## src/rtl/tset_pkg.sv

```systemverilog
// Shared constants, entry type, token mask helper and ring address helper for the token sequence exchange table.
package tset_pkg;

  localparam int ENTRIES     = 4;
  localparam int TOKEN_BYTES = 8;

  localparam int TOK_W = 8 * TOKEN_BYTES;
  localparam int LEN_W = 4;
  localparam int SEQ_W = 40;
  localparam int HND_W = 8;
  localparam int IDX_W = (ENTRIES > 1) ? $clog2(ENTRIES) : 1;
  localparam int CNT_W = $clog2(ENTRIES + 1);

  localparam logic [1:0] OP_LOOKUP = 2'd0;
  localparam logic [1:0] OP_INSERT = 2'd1;
  localparam logic [1:0] OP_REMOVE = 2'd2;

  typedef enum logic [2:0] {
    ST_IDLE,
    ST_SCAN,
    ST_SHIFT,
    ST_INSERT,
    ST_RESP
  } state_e;

  typedef struct packed {
    logic [TOK_W-1:0] tok;
    logic [LEN_W-1:0] len;
    logic [SEQ_W-1:0] seq;
    logic [HND_W-1:0] hnd;
  } entry_t;

  localparam int ENTRY_W = $bits(entry_t);

  // Keep only the bytes that the length covers.
  function automatic logic [TOK_W-1:0] tok_mask(input logic [LEN_W-1:0] len);
    logic [TOK_W-1:0] m;
    m = '0;
    for (int b = 0; b < TOKEN_BYTES; b++) begin
      if (32'(len) > b) begin
        m[8*b +: 8] = 8'hFF;
      end
    end
    return m;
  endfunction

  // Ring position of an age index; both operands stay below ENTRIES.
  function automatic logic [IDX_W-1:0] phys_addr(input logic [IDX_W-1:0] base,
                                                 input logic [CNT_W-1:0] off);
    logic [CNT_W:0] sum;
    sum = (CNT_W+1)'(base) + (CNT_W+1)'(off);
    if (sum >= (CNT_W+1)'(ENTRIES)) begin
      sum = sum - (CNT_W+1)'(ENTRIES);
    end
    return sum[IDX_W-1:0];
  endfunction

endpackage

```

## src/rtl/token_sequence_exchange_table_top.sv

```systemverilog
// Top level of the token sequence exchange table: ring-ordered entry RAM and its sequencer.
//
// Input channel (in_valid_i / in_stall_o) takes one operation item: lookup, insert or
// remove of a token of up to TOKEN_BYTES bytes. Output channel (out_valid_o /
// out_stall_i) returns exactly one result item per operation, in order.
// Entries sit in one RAM used as a ring (oldest at the head pointer); the RAM has
// registered read data and one read plus one write port.
// Lookup and remove scan entries oldest first, one RAM read a cycle, pipelined with
// the compare. Remove then closes the gap, moving each younger entry down one place,
// one per cycle. Insert passes through ST_INSERT and the unused code goes straight to
// ST_RESP; when the table is full the head advances, dropping the oldest entry.
// One item is worked on at a time; in_stall_o is high from acceptance until the
// result is handed to the output register, which may still hold the previous
// result while the next item is accepted.
// Reset empties the table (count and head to zero); RAM contents need no clearing.
// A stalled receiver holds the result in the output register; a finished item then
// waits for it to drain before the next one is taken.
module token_sequence_exchange_table_top
  import tset_pkg::*;
(
  input  logic         clk_i,
  input  logic         rst_ni,
  input  logic         in_valid_i,
  output logic         in_stall_o,
  input  logic [1:0]   op_i,
  input  logic [63:0]  token_i,
  input  logic [3:0]   token_length_i,
  input  logic [39:0]  sequence_req_i,
  input  logic [7:0]   handle_i,
  output logic         out_valid_o,
  input  logic         out_stall_i,
  output logic         hit_o,
  output logic [39:0]  sequence_out_o,
  output logic [7:0]   handle_out_o,
  output logic         evicted_o
);

  state_e state_q, state_d;
  logic [IDX_W-1:0] head_q, head_d;
  logic [CNT_W-1:0] count_q, count_d;
  logic [CNT_W-1:0] idx_q, idx_d;
  logic [CNT_W-1:0] pend_idx_q, pend_idx_d;
  logic [CNT_W-1:0] wr_idx_q, wr_idx_d;
  logic             pend_q, pend_d;

  logic [1:0]       op_q;
  entry_t           req_q;

  logic             res_hit_q, res_hit_d;
  logic [SEQ_W-1:0] res_seq_q, res_seq_d;
  logic [HND_W-1:0] res_hnd_q, res_hnd_d;
  logic             res_evict_q, res_evict_d;

  logic             out_valid_q, out_valid_d;
  logic             out_hit_q;
  logic [SEQ_W-1:0] out_seq_q;
  logic [HND_W-1:0] out_hnd_q;
  logic             out_evict_q;
  logic             out_load;

  logic             accept;
  logic             ram_we, ram_re;
  logic [IDX_W-1:0] ram_waddr, ram_raddr;
  entry_t           ram_wdata, ram_rdata;
  logic             match;
  logic             issue;

  assign in_stall_o = (state_q != ST_IDLE);
  assign accept     = in_valid_i && !in_stall_o;

  tset_ram #(
    .WIDTH(ENTRY_W),
    .DEPTH(ENTRIES)
  ) u_ram (
    .clk_i  (clk_i),
    .we_i   (ram_we),
    .waddr_i(ram_waddr),
    .wdata_i(ram_wdata),
    .re_i   (ram_re),
    .raddr_i(ram_raddr),
    .rdata_o(ram_rdata)
  );

  assign match = pend_q && (ram_rdata.len == req_q.len) && (ram_rdata.tok == req_q.tok);
  assign issue = (idx_q < count_q);

  always_ff @(posedge clk_i or negedge rst_ni) begin
    if (!rst_ni) begin
      state_q     <= ST_IDLE;
      head_q      <= '0;
      count_q     <= '0;
      idx_q       <= '0;
      pend_idx_q  <= '0;
      wr_idx_q    <= '0;
      pend_q      <= 1'b0;
      out_valid_q <= 1'b0;
    end else begin
      state_q     <= state_d;
      head_q      <= head_d;
      count_q     <= count_d;
      idx_q       <= idx_d;
      pend_idx_q  <= pend_idx_d;
      wr_idx_q    <= wr_idx_d;
      pend_q      <= pend_d;
      out_valid_q <= out_valid_d;
    end
  end

  // Payload, result and output registers
  always_ff @(posedge clk_i) begin
    if (accept) begin
      op_q    <= op_i;
      req_q.tok <= token_i[TOK_W-1:0] & tok_mask(token_length_i);
      req_q.len <= token_length_i;
      req_q.seq <= sequence_req_i;
      req_q.hnd <= handle_i;
    end
    res_hit_q   <= res_hit_d;
    res_seq_q   <= res_seq_d;
    res_hnd_q   <= res_hnd_d;
    res_evict_q <= res_evict_d;
    if (out_load) begin
      out_hit_q   <= res_hit_q;
      out_seq_q   <= res_seq_q;
      out_hnd_q   <= res_hnd_q;
      out_evict_q <= res_evict_q;
    end
  end

  always_comb begin
    state_d     = state_q;
    head_d      = head_q;
    count_d     = count_q;
    idx_d       = idx_q;
    pend_idx_d  = pend_idx_q;
    wr_idx_d    = wr_idx_q;
    pend_d      = pend_q;
    res_hit_d   = res_hit_q;
    res_seq_d   = res_seq_q;
    res_hnd_d   = res_hnd_q;
    res_evict_d = res_evict_q;
    ram_we      = 1'b0;
    ram_waddr   = phys_addr(head_q, wr_idx_q);
    ram_wdata   = ram_rdata;
    ram_re      = 1'b0;
    ram_raddr   = phys_addr(head_q, idx_q);
    out_load    = 1'b0;
    out_valid_d = out_valid_q && out_stall_i;

    case (state_q)
      ST_IDLE: begin
        if (accept) begin
          res_hit_d   = 1'b0;
          res_seq_d   = '0;
          res_hnd_d   = '0;
          res_evict_d = 1'b0;
          idx_d       = '0;
          pend_d      = 1'b0;
          case (op_i)
            OP_LOOKUP, OP_REMOVE: state_d = ST_SCAN;
            OP_INSERT:            state_d = ST_INSERT;
            default:              state_d = ST_RESP;
          endcase
        end
      end

      ST_SCAN: begin
        if (match) begin
          res_hit_d = 1'b1;
          pend_d    = 1'b0;
          if (op_q == OP_LOOKUP) begin
            res_seq_d = ram_rdata.seq;
            res_hnd_d = ram_rdata.hnd;
            state_d   = ST_RESP;
          end else begin
            // Close the gap from the entry just younger than the match
            idx_d   = pend_idx_q + CNT_W'(1);
            state_d = ST_SHIFT;
          end
        end else if (issue) begin
          ram_re     = 1'b1;
          idx_d      = idx_q + CNT_W'(1);
          pend_idx_d = idx_q;
          pend_d     = 1'b1;
        end else begin
          pend_d  = 1'b0;
          state_d = ST_RESP;
        end
      end

      ST_SHIFT: begin
        if (pend_q) begin
          ram_we = 1'b1;
        end
        if (issue) begin
          ram_re   = 1'b1;
          idx_d    = idx_q + CNT_W'(1);
          wr_idx_d = idx_q - CNT_W'(1);
          pend_d   = 1'b1;
        end else begin
          pend_d = 1'b0;
          if (!pend_q) begin
            count_d = count_q - CNT_W'(1);
            state_d = ST_RESP;
          end
        end
      end

      ST_INSERT: begin
        ram_we    = 1'b1;
        ram_wdata = req_q;
        if (count_q == CNT_W'(ENTRIES)) begin
          // Full: the oldest slot takes the new entry and the head moves on
          ram_waddr   = head_q;
          head_d      = phys_addr(head_q, CNT_W'(1));
          res_evict_d = 1'b1;
        end else begin
          ram_waddr = phys_addr(head_q, count_q);
          count_d   = count_q + CNT_W'(1);
        end
        state_d = ST_RESP;
      end

      ST_RESP: begin
        if (!out_valid_q || !out_stall_i) begin
          out_load    = 1'b1;
          out_valid_d = 1'b1;
          state_d     = ST_IDLE;
        end
      end

      default: begin
        state_d = ST_IDLE;
      end
    endcase
  end

  assign out_valid_o    = out_valid_q;
  assign hit_o          = out_hit_q;
  assign sequence_out_o = out_seq_q;
  assign handle_out_o   = out_hnd_q;
  assign evicted_o      = out_evict_q;

endmodule

```

## src/rtl/tset_ram.sv

```systemverilog
// Generic single-write, single-read RAM with registered read data.
module tset_ram #(
  parameter int WIDTH = 8,
  parameter int DEPTH = 4,
  parameter int AW    = (DEPTH > 1) ? $clog2(DEPTH) : 1
) (
  input  logic             clk_i,
  input  logic             we_i,
  input  logic [AW-1:0]    waddr_i,
  input  logic [WIDTH-1:0] wdata_i,
  input  logic             re_i,
  input  logic [AW-1:0]    raddr_i,
  output logic [WIDTH-1:0] rdata_o
);

  logic [WIDTH-1:0] mem_q [DEPTH];
  logic [WIDTH-1:0] rdata_q;

  always_ff @(posedge clk_i) begin
    if (we_i) begin
      mem_q[waddr_i] <= wdata_i;
    end
    if (re_i) begin
      rdata_q <= mem_q[raddr_i];
    end
  end

  assign rdata_o = rdata_q;

endmodule

```

## config.mk

```make
export PLATFORM = sky130hd
export DESIGN_NAME = token_sequence_exchange_table_top
export DESIGN_NICKNAME = d
export VERILOG_FILES = /design/src/rtl/tset_pkg.sv /design/src/rtl/token_sequence_exchange_table_top.sv /design/src/rtl/tset_ram.sv
export SDC_FILE = /design/constraint.sdc
export NUM_CORES = 1
export LEC_CHECK = 0
export BUFFER_PORTS_ARGS = -buffer_cell sky130_fd_sc_hd__buf_2
export CAP_MARGIN = 20
export CORE_MARGIN = 1
export CORE_UTILIZATION = 53
export DETAILED_ROUTE_END_ITERATION = 8
export PLACE_DENSITY = 0.79
export SYNTH_ARGS = -nofsm -noshare
export SYNTH_HDL_FRONTEND = slang
export SYNTH_SLANG_ARGS = --single-unit
```

## constraint.sdc

```tcl
create_clock -name clk_i -period 8.4 [get_ports clk_i]
set_input_delay 0.42 -clock clk_i [delete_from_list [all_inputs] [get_ports clk_i]]
set_output_delay 0.42 -clock clk_i [all_outputs]
set_load 0.01 [all_outputs]
```

* Word-level counts from Yosys, hierarchy flattened
Memory sizes are Yosys's and may differ from the RTL's. A register that Yosys moved wholly into a read port is not among the register bits.
Cells that the tools add are included.
** Operators by class
- Add/subtract/negate cells :: 13
- $mul :: 0
- Divide/modulo/power cells :: 0
- Magnitude comparators :: 13
- Equality and inequality tests :: 19
- Shift-type cells :: 0
- Multiplexer cells :: 66
- Bitwise logic cells :: 2
- Reductions and logical operators :: 27
** Operators by type and width (number)
- $mux 8 :: 19
- $mux 40 :: 3
- $mux 116 :: 1
- $pmux 40 s2 :: 1
- $and 64x64->64 :: 1
- $eq 64x64->1 :: 1
- $mux 3 :: 14
- $gt 4x3->1 const B :: 4
- $ne 2x2->1 const B :: 8
- $pmux 8 s2 :: 1
- $pmux 3 s5 :: 1
- $add 2x3->4 :: 3
- $ge 4x3->1 const B :: 3
- $mux 1 :: 12
- $mux 2 :: 6
- $pmux 3 s2 :: 2
- $reduce_and 3->1 :: 4
- $add 3x1->3 const B :: 3
- $pmux 3 s3 :: 1
- $gt 4x1->1 const B :: 2
- $gt 4x2->1 const B :: 2
- $pmux 1 s2 :: 4
- $reduce_and 4->1 :: 2
- $sub 2x1->2 const B :: 4
- other kinds (23) :: 38
** Word-level totals
- Bits in registers :: 237
- Latch bits :: 0
- RAM bits :: 464
- Bits in read-only memories :: 0
- Input bits :: 122
- Output and inout bits :: 52
- Logic and storage cells :: 162
- Memories kept :: 1
** Memory list
- u_ram.mem_q :: depth 4, width 116, rd ports 1, clocked after Yosys merged registers in 1, write ports 1, line tset_ram.sv:16 : logic [WIDTH-1:0] mem_q [DEPTH];

* Depth between registers and ports, before layout
Gate-level depths: netlist (run 1).
- Word-level depth :: 5
- Mapped depth :: 10
- Mapped depth without buffers :: 9

* By module
Synthesis (run 1) repeated with hierarchy kept, for this count alone.
** Second synthesis, totals
- Cells, all modules :: 1552
- Area total of the unflattened synthesis :: 30937.2 µm²
** By module, submodules not included
- tset_ram :: instances 1, cells an instance 726, area each 20219.4 µm², seq. area each 17416.7 µm²
- token_sequence_exchange_table_top :: instances 1, cells an instance 826, area each 10717.8 µm², seq. area each 6996.7 µm²

* Least setup slack after synthesis (run 1)
OpenSTA, ideal clock, no wires.
- Path type :: reg-to-reg
- From :: reg state_q[1]
- To :: mem u_ram.mem_q[3][0] (netlist name), enable pin
- Setup time :: 0.592 ns
- Data arrival time :: 6.272 ns
- Data required time :: 7.808 ns
- Path slack :: 1.535 ns
- Cell stages (with the launch flop) :: 8
- Buffers on the path :: 2
- Period minus slack after synthesis :: 6.865 ns
- Cell sequence :: dfrtp_1 clkbuf_1 nor2b_1 nand2_1 clkbuf_1 a21oi_1 xor2_1 nor2_1
** Between the ends
- Word-level cells in the longest chain between the ends :: 4
- Elaborated cells between the ends (all ways) :: 6
- Those cells by class :: eq/ne: 2; mux: 4
** RTL lines
- start, declared :: line token_sequence_exchange_table_top.sv:38 : state_e state_q, state_d;
- start signal, assigned :: line token_sequence_exchange_table_top.sv:98 : state_q <= state_d;
- $eq 3x2->1 :: line token_sequence_exchange_table_top.sv:150 : case (state_q)
- $pmux 1 s2 :: line token_sequence_exchange_table_top.sv:150
- $mux 1 :: line tset_ram.sv:20 : if (we_i) begin
- $mux 1 (not written as such) :: line tset_ram.sv:21 : mem_q[waddr_i] <= wdata_i;
- end, declared :: line tset_ram.sv:16
Several ways; a longest one is shown, not always the timed one.

* Final worst setup path (run 1)
- From :: reg state_q[1]
- To :: mem u_ram.mem_q[2][46] (netlist name), enable pin
Same word-level chain as after synthesis.

==> summary.txt, run 1 <==
Finish
  – Area Overhead vs Synth: 15.6%
  – Post-Layout Inst Area: 35,600 um^2
  – Final Core Density: 61.9%
  – Share of layout cells above drive strength 1: 22.2%
  – Antenna Diode Count: 0
  – Final net count: 2,071

Routing
  – DR WL/cell: between 20 and 25 um
  – Antenna-violating nets left: 0
  – Via/cell ratio: 5.61
  – # DRC: 0
  – Vias: between 15,000 and 20,000
  – DR pass1 iterations: 5
  – Drt first-iter violations: 1,327
  – Routed WL: 61,700 um

Critical path
  – Reg-to-reg startpoint: state_q[1]
  – Crit path max-delay family: buffers and inverters
  – CP Capture Type: register
  – Crit Path Category: register to register
  – CP arrival: 4.38 ns
  – Critical Path RT: 8.62 ns
  – CP startpoint: state_q[1]
  – CP Max Fanout: 64
  – Most Frequent Cell on Critical Path: buf_4
  – CP bufs+invs: 2
  – CP peak stage delay: 0.89 ns
  – Crit path launch type: register
  – CP Cell Sequence: nor2b_1 > nand2_4 > buf_4 > nor2_1 > a21oi_1 > xor2_1 > nor2_4 > buf_4
  – Slowest CP cell: buf_4

Power
  – VDD IR-drop max: about 230 uV
  – Leak: 0.0125 uW
  – Power density over the cells: about 350 nW/um^2

Synth
  – Mapped Avg Cell Area: 18.4 um^2
  – Mapped Nets: 1,802
  – Post-synthesis sequential area ratio: 79.2%
  – Post-synthesis cell area: 30,800 um^2
  – Ys async rst share: around 2.2%
  – Yosys warnings: 0
  – Syn Inst Count: 1,672
  – Number of synthesized register bits: 816
  – Post-synth EDFFs: 798
  – Distinct cell type count after synthesis: 46
  – Synth Flop Type: edfxtp_1

Timing
  – Hold Fails Final Rpt: 0
  – Post-route minimum period: 4.16 ns
  – Hold WS: 0.0749 ns
  – Slew HR: 29.7%
  – Final-report setup violation count: 0
  – Worst Max-Slew Pin Slew: 1.05 ns
  – RSZ-0062 raised after global routing: false
  – Setup TNS: 0 ns
  – Max Freq: 240 MHz
  – Final clock skew: 0.0216 ns
  – Crit share post-route: 49.5%
  – Fin. max-slew vios: 0

Global routing
  – Antenna violations before repair: 1
  – Largest net degree at the start of global routing: 77
  – GRT overflow: 0
  – Vias in the first global route: between 15,000 and 20,000
  – GRT Overall Usage: 21.1%
  – Global-route wire length before repair: between 90,000 and 100,000 um

Place
  – Buffers on Ports: 173
  – RePlAce Congestion: between 0.7 and 0.8
  – Post-place instance area: 32,700 um^2
  – Detailed Place HPWL: 35,900 um

Clock network
  – TritonCTS Buffers: approximately 80
  – Clk sink count: 816
  – Skew-Pair Late Insertion Delay: a little over 0.6 ns
  – Clk root buf: clkbuf_16
  – Clk slew on worst S/H paths: 0.06 ns
  – Clock H-tree levels: 3
  – Setup bufs post-CTS: 0
  – Max Buffers Root-to-Sink: 3
  – CTS tree: built

Min path
  – HP Class: primary input to register
  – HP Start: out_stall_i

Die
  – Chip Height: 243 um
  – Die area: 59,100 um^2
  – Core Region: 57,600 um^2
  – I/O Pins: approximately 170
  – Initial core utilization: 53.5%
  – Row cnt: 88
  – Die width: 243 um

Run
  – Max cap viols: 0

Run status
  – Outcome: finished clean
[power breakdown]
part,switching [uW],internal (uW),total (uW)
Clock,1440,1900,3340
Combinational,1830,1160,3000
Sequential,347,5880,6230
[synthesized netlist by cell type (2+ instances only)]
cell type,instances,share of area [%]
a21o_1,4,0.097
a21oi_1,8,0.13
a22oi_1,2,0.049
a32oi_1,2,0.057
and2_1,58,1.2
buf_1,14,0.17
buf_2,3,0.049
clkbuf_1,45,0.55
dfrtp_1,18,1.5
edfxtp_1,798,78
ha_1,7,0.28
inv_1,13,0.16
mux2_2,4,0.15
mux4_2,116,8.5
nand2_1,359,4.4
nand2b_1,5,0.10
nand3_1,3,0.049
nand4_1,5,0.10
nor2_1,16,0.19
nor2b_1,59,1.2
nor3_1,6,0.097
nor4_1,17,0.34
o211ai_1,3,0.073
o21a_1,2,0.049
o21ai_0,8,0.13
o31ai_1,2,0.049
or4_1,2,0.049
xnor2_1,10,0.28
xor2_1,66,1.9
[worst min-delay path: stages]
cell	delay, ns
buf_2	0.13
nand2_1	0.06
nand2_1	0.04
[per-layer routing]
metal / part of all wire, % / GRT usage (%) / up-vias
met5: 0 / 0 / -
met1: 41 / 28.9 / 7943
met2: 51 / 34.8 / 577
met3: 6.0 / 3.76 / 99
met4: 2.7 / 6.42 / 0
li1: - / - / 6868
[registers in the layout, indices dropped and copies added, names as in the netlist, 2 cells and up]
name / count
pend_idx_q: 3
req_q: 116
op_q: 2
state_q: 3
sequence_out_o: 40
count_q: 3
u_ram.mem_q: 464
res_hnd_q: 8
head_q: 2
wr_idx_q: 2
handle_out_o: 8
res_seq_q: 40
u_ram.rdata_o: 116
idx_q: 3
[cell usage in the layout (no fill, tap or decap), types with 3 or more instances in the layout]
cell type	count
a21o_1	3
a21oi_1	7
and2_1	57
buf_2	173
buf_4	26
bufinv_16	5
clkbuf_1	14
clkbuf_16	80
clkinv_1	14
clkinv_2	15
dfrtp_1	18
dlygate4sd3_1	51
edfxtp_1	798
ha_1	6
inv_1	12
inv_6	4
mux2_2	4
mux4_2	116
nand2_1	358
nand2b_1	5
nand3_1	3
nand4_1	5
nor2_1	12
nor2_4	4
nor2b_1	59
nor3_1	6
nor4_1	16
o211ai_1	3
o21ai_0	8
xnor2_1	9
xor2_1	66
[cell type report]
| type | instances | area, um^2 |
|---|---|---|
| clock inverters | 41 | 344 |
| flip-flops and latches | 816 | 24400 |
| multi-input cells | 781 | 6210 |
| clock buffers | 94 | 2050 |
| inverters | 13 | 51.3 |
| fillers | 3896 | 22000 |
| repair buffers | 251 | 1600 |
| well taps | 765 | 957 |
[worst paths after layout]
check / to / slack [ns] / cells after the start
max: u_ram.mem_q[2][46] / 4.24 / 8
min: out_valid_o / 0.07 / 3
max reg2reg: u_ram.mem_q[2][46] / 4.24 / 8
min reg2reg: handle_out_o[7] / 0.42 / 0
max in group asynchronous: pend_q / 7.71 / 2
min in group asynchronous: wr_idx_q[0] / 0.38 / 2
[per-stage QoR]
stage | cells | setup slack, ns | total power [uW]
final | 2761 | 4.24 | 12600
after global routing | 2761 | 4.03 | 13100
after CTS | 2760 | 4.24 | 12700
after detailed placement | 2574 | 4.25 | 9280
after global placement | 2574 | 4.30 | 9130
after floorplan | 1672 | 1.54 | 8350
[kinds of logic (layout without fill, tap and decap cells)]
| logic type | count (synthesis) | after routing | synth area share [%] |
|---|---|---|---|
| fa+ha+maj | 8 | 8 | 0.349 |
| mux | 121 | 121 | 8.67 |
| compound gates | 38 | 38 | 0.832 |
| buf+inv | 75 | 399 | 0.925 |
| simple gates | 538 | 538 | 7.87 |
| flops | 816 | 816 | 79.2 |
| xor+xnor | 76 | 76 | 2.16 |
[repair_timing]
| action | 4_1_cts | 5_1_grt |
|---|---|---|
| endpoints found under the hold margin | 68 | 0 |
| hold buffers | 51 | 0 |
| resized for setup | 0 | 0 |
No activity file was read; power rests on OpenSTA's default activity.
==> inputs of run 2 (changes only) <==
- PLACE_DENSITY: 0.79 -> 0.82
- clock period: 8.4 -> 3.5 ns (I/O delays scaled with it)
==> run 2 against run 1 <==
Effect of this change: clock power rose to 2.6 times the previous value; sequential power grew 140%; first-iteration DRC count increased by 8.1%; routed wire length increased by 5.8%; flip-flop and latch count did not move; core utilization increased by 1.9 points; non-clock buffer count increased by 72.
==> summary.txt, run 2 (synthesis results as in run 1) <==
Finish
  – Share of layout cells above drive strength 1: 21.8%
  – Most common library cell in the layout ignoring fill and taps: edfxtp_1
  – Final net count: 2,145
  – Top reg by flops: u_ram.mem_q
  – Max reg flops: approximately 460
  – Area Overhead vs Synth: 19.0%
  – Most frequent cells in the layout: 798 x edfxtp_1, 358 x nand2_1, 173 x buf_2
  – Final non-filler cell total: 2,842
  – Fill cells: 3,700

Die
  – Die width: around 240 um
  – Initial core utilization: roughly 54%
  – I/O Pins: approximately 170
  – Die area: about 59,000 um^2
  – Row cnt: 88
  – Chip Height: 243 um
  – Core Region: 57,600 um^2

Power
  – Clock network power share: 27.7%
  – Psw: 8890 uW
  – Int Power: 22,200 uW
  – VDD IR-drop max: 587 uV
  – Power density over the cells: 846 nW/um^2
  – Logic pwr share: 24.2%
  – Reg power frac: 48.1%
  – Switching Share: 28.6%
  – Power Total: roughly 31,000 uW
  – Leak: 0.0129 uW

Critical path
  – CP Max Fanout: 6
  – Crit path max-delay family: simple AND/OR/NAND/NOR gates
  – CP arrival: 3.87 ns
  – CP Capture Type: register
  – Critical Path RT: approximately 4.0 ns
  – Crit path launch type: register
  – CP peak stage delay: 0.72 ns
  – Crit Path Category: register to register
  – CP bufs+invs: 2
  – Slowest CP cell: or4_1
  – CP Cell Sequence: xor2_1 > nor4_4 > buf_4 > nand4_1 > or4_1 > o21a_1 > or2_1 > buf_4 > a21o_1 > mux2_4
  – Most Frequent Cell on Critical Path: buf_4
  – Flop2flop setup slack: 0.14 ns

Timing
  – Final-report setup violation count: 0
  – Final clock skew: 0.0286 ns
  – Setup TNS: 0 ns
  – Fin. max-slew vios: 0
  – RSZ-0062 raised after global routing: false
  – Crit share post-route: around 96%
  – Hold WS: 0.0445 ns
  – Slew HR: 31.9%
  – Post-route minimum period: 3.36 ns
  – Hold Fails Final Rpt: 0
  – Max Freq: just under 300 MHz
  – Worst Max-Slew Pin Slew: 1.02 ns

Clock network
  – Skew-Pair Late Insertion Delay: between 0.6 and 0.7 ns
  – Clk slew on worst S/H paths: 0.06 ns
  – Clock H-tree levels: 3
  – Clk root buf: clkbuf_16
  – CTS tree: built
  – TritonCTS Buffers: 80
  – Clk sink count: just over 800
  – Max Buffers Root-to-Sink: 3
  – Setup bufs post-CTS: 0

Global routing
  – Largest net degree at the start of global routing: between 70 and 80
  – Antenna violations before repair: 0
  – GRT Overall Usage: 22.5%
  – GRT overflow: 0
  – Global-route wire length before repair: 99,300 um
  – Vias in the first global route: roughly 17,000

Routing
  – DR pass1 iterations: 7
  – Antenna-violating nets left: 0
  – Routed WL: 65,300 um
  – Vias: 16,100
  – Via/cell ratio: roughly 5.7
  – DR WL/cell: 23.0 um
  – # DRC: 0
  – Drt first-iter violations: approximately 1,400

Place
  – RePlAce Congestion: 0.815
  – Buffers on Ports: 173
  – Placed cells: 2,581
  – Detailed Place HPWL: 35,700 um

Run status
  – Outcome: finished clean

Run
  – Max cap viols: 0

Min path
  – HP Class: primary input to register
-- run 2: changes by cell type in the layout (fill, tap and decap cells not counted), moves of 2 or more --
cell           previous run  this run
dlygate4sd3_1            51       117
clkinv_4                  0         2
clkinv_2                 15         8
buf_4                    26        19
buf_12                    0        14
clkbuf_1                 14        22
bufinv_16                 5        11
-- run 2: layout make-up --
| cell class | instances | area (um^2) | share of cell area [%] |
|---|---|---|---|
| diodes | 1 | 2.50 | 0.00682 |
| clock buffers | 103 | 2100 | 5.72 |
| clock inverters | 40 | 495 | 1.35 |
| inverters | 13 | 51.3 | 0.140 |
| multi-input cells | 781 | 6220 | 17.0 |
| flip-flops and latches | 816 | 24400 | 66.5 |
| well taps | 765 | 957 | 2.61 |
| repair buffers | 323 | 2460 | 6.70 |
-- run 2: metal layers --
layer | GRT usage, % | part of all wire [%] | vias to the layer above | routed length (um)
met5 | 0 | 0 | - | 0
met1 | 30.2 | 40 | 8193 | 25900
met3 | 4.18 | 7.1 | 116 | 4670
met2 | 37.8 | 51 | 776 | 33100
li1 | - | - | 7027 | -
met4 | 6.60 | 2.4 | 0 | 1590
-- run 2: power by group through the flow --
stage | Clock [uW] | Sequential (uW) | Combinational, uW
CTS | 8680 | 14900 | 7620
global route | 9090 | 15100 | 8180
global placement | 0 | 15000 | 7100
finish | 8590 | 14900 | 7530
floorplan | 0 | 14900 | 5050
detailed placement | 0 | 15100 | 7390
-- run 2: timing repair --
action / in CTS / in global routing
gates resized for setup: 1 / 1
endpoints found under the setup margin: 28 / 28
hold buffers: 114 / 3
pin swaps: 0 / 0
endpoints found under the hold margin: 133 / 3
-- run 2: path summary, 6_finish.rpt --
| check | startpoint | endpoint | depth (start not counted) |
|---|---|---|---|
| setup / recovery | u_ram.rdata_o[102] | state_q[1] | 10 |
| hold / removal | token_i[16] | req_q[68] | 2 |
| setup reg to reg | u_ram.rdata_o[102] | state_q[1] | 10 |
| hold reg to reg | res_seq_q[10] | sequence_out_o[10] | 0 |
| max in group asynchronous | rst_ni | idx_q[0] | 2 |
| min in group asynchronous | rst_ni | count_q[2] | 2 |
-- run 2: stage by stage --
| stage | util [%] | worst slack, ns | cell area, um^2 |
|---|---|---|---|
| finish | 63.7 | 0.136 | 36700 |
| global route | 63.7 | 0.0356 | 36700 |
| CTS | 63.7 | 0.115 | 36700 |
| detailed placement | 57.2 | 0.0571 | 32900 |
| global placement | 57.2 | 0.122 | 32900 |
| floorplan | - | 0.00693 | 30900 |
-- run 2: worst reg2reg max path, delay by kind of cell (launching register included) --
family,cells,cell delay [ns]
compound gates,2,0.46
xor+xnor,1,0.21
buf+inv,2,0.33
flops,1,0.42
mux,1,0.31
simple gates,4,1.54
